`config.mk`:
```
export PLATFORM = sky130hd
export DESIGN_NAME = isc_cell
export DESIGN_NICKNAME = d
export VERILOG_FILES = /design/src/rtl/isc_pkg.sv /design/src/rtl/isc_cell.sv
export SDC_FILE = /design/constraint.sdc
export NUM_CORES = 1
export LEC_CHECK = 0
export ABC_AREA = 1
export BUFFER_PORTS_ARGS = -buffer_cell sky130_fd_sc_hd__buf_2
export CORE_MARGIN = 2
export CORE_UTILIZATION = 45
export DETAILED_ROUTE_END_ITERATION = 16
export PLACE_DENSITY = 0.87
export SLEW_MARGIN = 20
export SYNTH_ARGS = -nofsm -noshare
export SYNTH_HDL_FRONTEND = slang
export SYNTH_SLANG_ARGS = --single-unit
```
`constraint.sdc`:
```
create_clock -name clock -period 5.6 [get_ports clock]
set_input_delay 0.56 -clock clock [delete_from_list [all_inputs] [get_ports clock]]
set_output_delay 0.56 -clock clock [all_outputs]
set_load 0.03 [all_outputs]
```
`src/rtl/isc_pkg.sv`:
```
// isc_pkg: sizes, command and status codes, and the per-cell control bundle
// for the indexed sequence store. No dependencies.
`timescale 1ns / 1ps
`default_nettype none

package isc_pkg;

   localparam int CAPACITY = 256;
   localparam int IDX_W    = $clog2(CAPACITY);
   localparam int CNT_W    = $clog2(CAPACITY + 1);
   localparam int DATA_W   = 32;
   localparam int POS_W    = 16;
   localparam int CMD_W    = 3;
   localparam int STAT_W   = 2;
   localparam int LEN_W    = 9;
   localparam int GROUP    = 16;
   localparam int NGROUP   = (CAPACITY + GROUP - 1) / GROUP;

   typedef enum logic [CMD_W-1:0] {
      CMD_READ   = 3'd0,
      CMD_HEAD   = 3'd1,
      CMD_TAIL   = 3'd2,
      CMD_AT     = 3'd3,
      CMD_DELETE = 3'd4
   } cmd_type;

   typedef enum logic [STAT_W-1:0] {
      ST_DONE  = 2'd0,
      ST_RANGE = 2'd1,
      ST_FULL  = 2'd2
   } status_type;

   typedef enum logic [1:0] {
      OP_HOLD,
      OP_INSERT,
      OP_DELETE
   } op_type;

   typedef struct packed {
      op_type              op;
      logic [IDX_W-1:0]    pos;
      logic [DATA_W-1:0]   value;
      logic [IDX_W-1:0]    read_pos;
   } cell_ctrl_type;

endpackage

`default_nettype wire

```
`src/rtl/isc_cell.sv`:
```
// isc_cell: one entry of the store; shifts toward or away from its neighbors
// on insert and delete, and offers its value when its index is read.
// Depends on isc_pkg.
`timescale 1ns / 1ps
`default_nettype none

module isc_cell (
   input  wire logic                          clock,
   input  wire isc_pkg::cell_ctrl_type        ctrl,
   input  wire logic [isc_pkg::IDX_W-1:0]     cell_idx,
   input  wire logic [isc_pkg::DATA_W-1:0]    left_value,
   input  wire logic [isc_pkg::DATA_W-1:0]    right_value,
   output logic      [isc_pkg::DATA_W-1:0]    value,
   output logic      [isc_pkg::DATA_W-1:0]    read_tap
);

   logic [isc_pkg::DATA_W-1:0] value_ff;
   logic [isc_pkg::DATA_W-1:0] value_in;

   always_comb begin
      value_in = value_ff;
      case (ctrl.op)
         isc_pkg::OP_INSERT: begin
            if (cell_idx > ctrl.pos) begin
               value_in = left_value;
            end else if (cell_idx == ctrl.pos) begin
               value_in = ctrl.value;
            end
         end
         isc_pkg::OP_DELETE: begin
            if (cell_idx >= ctrl.pos) begin
               value_in = right_value;
            end
         end
         default: value_in = value_ff;
      endcase
   end

   always_ff @(posedge clock) begin
      value_ff <= value_in;
   end

   assign value    = value_ff;
   // zero unless this entry is the one being read, so the tree can just or
   assign read_tap = (cell_idx == ctrl.read_pos) ? value_ff : '0;

endmodule

`default_nettype wire

```
Word level (Yosys, flattened, before mapping) --
Cells that the tools add are included.
Word-level totals: input port bits 123, word-level logic and storage cells 16, flip-flop bits (word level) 32, output and inout bits 64
Operators by class: mux-type cells 5, magnitude comparators 2, eq/ne operators 6, reduce and logical (&&, ||, !) cells 2
Operators by type and width (count):
- $mux W32 | 4
- $pmux W32 S2 | 1
- $eq A8 B8 Y1 | 2
- $ge A8 B8 Y1 | 1
- $gt A8 B8 Y1 | 1
- $ne A3 B3 Y1 const B | 1
- $reduce_and A3 Y1 | 1
- $eq A2 B1 Y1 const B | 1
- $eq A2 B2 Y1 const B | 1
- $ne A2 B2 Y1 const B | 1
- $reduce_bool A2 Y1 | 1

Logic depth before layout (Yosys ltp) --
depth in word-level cells 4, mapped depth 14, gate-level depth less buffers 13

Worst setup path before layout --
Ideal clock, no wire load.
path type input port to flip-flop, from input ctrl[47] (netlist name), to register value_ff, in the netlist value[0] (enable), arrival 2208 ps, setup time 387 ps, stages on the path 9, required time 5213 ps, path buffers 1, setup slack 3005 ps, cells stage by stage inv_1 > ha_1 > nand2_1 > nor2_4 > nand4_4 > buf_2 > nand3_1 > o21ai_0 > inv_1
Between the ends: cells in the longest elaborated chain, start to end 3, elaborated cells between the ends (all ways) 6, those cells by class order compare: 2; eq/ne: 3; reduce/logical: 1
Ends and longest elaborated chain:
- from (decl) | RTL line isc_cell.sv:9 | input wire isc_pkg::cell_ctrl_type ctrl,
- $gt A8 B8 Y1, or another cell as far along | RTL line isc_cell.sv:24 | if (cell_idx > ctrl.pos) begin
- $ne A3 B3 Y1 (no source line) / $ne A2 B2 Y1 (equally long branches)
- $reduce_and A3 Y1 (no source line) (*)
- to (signal assigned) | RTL line isc_cell.sv:40 | value_ff <= value_in;
- to (decl) | RTL line isc_cell.sv:17 | logic [isc_pkg::DATA_W-1:0] value_ff;
Every way passes the cells marked *; elsewhere a longest branch is shown, timed or not. A chain may end at the register's enable or synchronous reset.

Worst setup path in the final report --
from input ctrl[48] (netlist name), to register value_ff, in the netlist value[14] (enable)
Between the ends: cells in the longest elaborated chain, start to end 3, elaborated cells between the ends (all ways) 6, those cells by class eq/ne: 4; reduce/logical: 2
Ends and longest elaborated chain:
- $eq A2 B1 Y1 / $eq A2 B2 Y1 (equally long branches) | RTL line isc_cell.sv:22 | case (ctrl.op)
- $ne A3 B3 Y1 (no source line), or another cell as far along
- $reduce_and A3 Y1 (no source line) (*)
Marks and branches as above.

==> qor.csv <==
stage,metric,value,unit
die,die area,6420,sq um
synth,ys flop type,edfxtp_1,
layout,most frequent cells in the layout,"buf_2 (186), inv_1 (109), nand2_1 (105)",
worst_setup_path,worst path bufs/invs,4,
drt,Detailed Route WL,7320,um
clock_tree,Hold Buf Count CTS,0,
worst_setup_path,Worst Path Required,5.50,ns
synth,Syn. warnings,0,
sta,final-report setup violation count,0,
sta,Slew @ Worst Pin,0.948,ns
clock_tree,cts repair resizes,0,
worst_setup_path,Crit path depth,6,
worst_setup_path,crit path from,ctrl[48],
synth,Yosys top cell area share,36.9,%
sta,fin. max-slew vios,0,
layout,fillcell total,503,
worst_setup_path,crit path DAT,2.72,ns
drt,wire per inst,11.4,um
drt,# DRC,0,
grt,initial antenna violation count,0,
layout,max FFs per register,32,
worst_setup_path,Setup CP Type,in2reg,
synth,synthesis-stage register bit count,32,
synth,post-synthesis sequential area ratio,36.9,%
worst_hold_path,Hold Path Class,in2reg,
synth,post-synthesis area per instance,6.58,sq um
clock_tree,Clk Tree Root Cell,clkbuf_8,
layout,"most common cell after layout, fill and taps aside",buf_2,
layout,number of antenna diodes,0,
synth,Post-synth EDFFs,32,
power_and_ir_drop,Pleak,2.37,nW
power_and_ir_drop,power per cell area,217,nW/um^2
layout,layout cells sized above 1,35.4,%
grt,vias in the first global route,2599,
sta,RSZ-0062 raised after global routing,no,
sta,final worst path period need,2.82,ns
clock_tree,"Clk pin slew, worst setup/hold paths",0.06,ns
clock_tree,Post-CTS Repair Setup Buffers,0,
grt,Total GRT Usage,22.5,%
worst_setup_path,slowest cell on the critical path,inv_1,
grt,grt ovf,0,
worst_setup_path,Startpoint Class,input port,
die,total core area,5540,sq um
synth,count of cell types in the netlist,22,
placement,GPL Wtd Cong,0.871,
placement,DPL Wire Length,5790,um
sta,slew margin rel.,36.7,%
power_and_ir_drop,Design Power,0.789,mW
sta,final hold vios,0,
synth,Async SR Flop Fraction,0,%
synth,Area contributors post-synth,"edfxtp_1 (37%), inv_1 (16%), nand2_1 (15%)",
synth,Mapped Nets,527,
drt,Post-DRT Antenna Nets,0,
worst_setup_path,CP endpoint,value[14],
drt,Vias,2913,
drt,drt initial violations,182,
status,status,completed,
layout,final std cells w/o fill,645,
sta,Fmax,355,MHz
synth,Mapped Cells,396,
synth,synthesized area,2610,sq um
worst_setup_path,CP Cell Sequence,"buf_2, inv_1, nand2_2, inv_1, o21ai_0, inv_2",
power_and_ir_drop,VDD IR-drop max,156,uV
clock_tree,total CTS buffers,5,
die,I/O Pins,187,
layout,FF/Latch Area,961,sq um
placement,number of port buffers,186,
worst_setup_path,CP most frequent cell,inv_1,
grt,largest net degree at the start of global routing,35,
die,DIE HEIGHT,80.1,um
layout,P&R area growth vs syn,39.8,%
worst_setup_path,cell family with most CP delay,buffers and inverters,
die,die width,80.1,um
worst_setup_path,Crit. End Element,flip-flop,
clock_tree,Max Root-Sink Buffers,2,
layout,area of the multi-input gates,1130,sq um
grt,first-pass GRT wire length,11300,um
synth,Synth area leader,edfxtp_1,
die,initial core utilization,47.0,%
worst_setup_path,CP max FO,33,
layout,final net count,703,
worst_setup_path,CP peak stage delay,0.86,ns
clock_tree,H-tree depth,2,
die,# rows,27,
clock_tree,CTS tree,yes,
drt,Via-to-Cell Ratio,4.52,
placement,DP Cell Count,637,
job,max-cap violations,0,
sta,Fin Setup TNS,0,ns
clock_tree,number of clock sinks,32,
sta,fin crit share,50.3,%
drt,TritonRoute pass-1 iters,4,
## tightest hold or removal path, cell delays in order
cell	delay, ns
buf_2	0.08
nand2_1	0.04
nand2_1	0.05
## worst min-delay path by stage
stage          depth (start not counted)         to  slack, ns       startpoint
2_1_floorplan                          2   value[0]       0.75   right_value[0]
3_3_place_gp                           3  value[12]       0.83  right_value[12]
3_5_place_dp                           3  value[24]       0.84  right_value[24]
4_1_cts                                3  value[11]       0.55  right_value[11]
5_1_grt                                3  value[20]       0.56  right_value[20]
6_report                               3  value[11]       0.56  right_value[11]
## Yosys cell counts, types with 2 or more instances
cell type    n
buf_6        3
nor2_1      36
clkbuf_1     3
nand2_1    106
buf_1        3
xor2_1       7
ha_1         8
edfxtp_1    32
inv_1      110
nand2_4      2
buf_2        9
a21oi_1      3
nand3_1     65
## routing by layer
metal	share of wire [%]	up-vias	global-route usage, %
li1	-	1527	-
met4	2.2	0	10.5
met2	53	113	40.9
met1	38	1259	25.4
met5	0	-	0
met3	6.4	14	3.82
## metrics by stage
| step | setup slack [ns] | hold slack [ns] | area, sq um | util (%) |
|---|---|---|---|---|
| 2_1_floorplan | 3.01 | 0.746 | 2610 | - |
| 3_3_place_gp | 1.84 | 0.835 | 3530 | 63.8 |
| 3_5_place_dp | 1.76 | 0.837 | 3530 | 63.8 |
| 4_1_cts | 2.06 | 0.551 | 3640 | 65.7 |
| 5_1_grt | 2.51 | 0.562 | 3640 | 65.8 |
| 6_report | 2.78 | 0.558 | 3640 | 65.8 |
## kinds of logic (layout without fill, tap and decap cells)
group                      Yosys count  count (layout)  synth area share (%)
AOI/OAI and AO/OA                    5               5                  1.06
adders and majority gates            8               8                  3.84
and+or+nand+nor                    215             215                  36.0
xor gates and xnor gates             7               7                  2.35
DFF                                 32              32                  36.9
buffers and inverters              129             306                  19.9
## layout make-up
type | instances | area share (%)
Clock inverter | 2 | 0.962
Clock buffer | 6 | 1.99
Timing Repair Buffer | 187 | 25.8
Multi-Input combinational cell | 235 | 31.0
Inverter | 111 | 11.4
Tap cell | 72 | 2.47
Sequential cell | 32 | 26.4
## power breakdown
part | switching, mW | internal, mW
clock network | 0.0768 | 0.132
logic | 0.170 | 0.0916
registers | 0.0147 | 0.304
(Power assumes the default switching activity.)
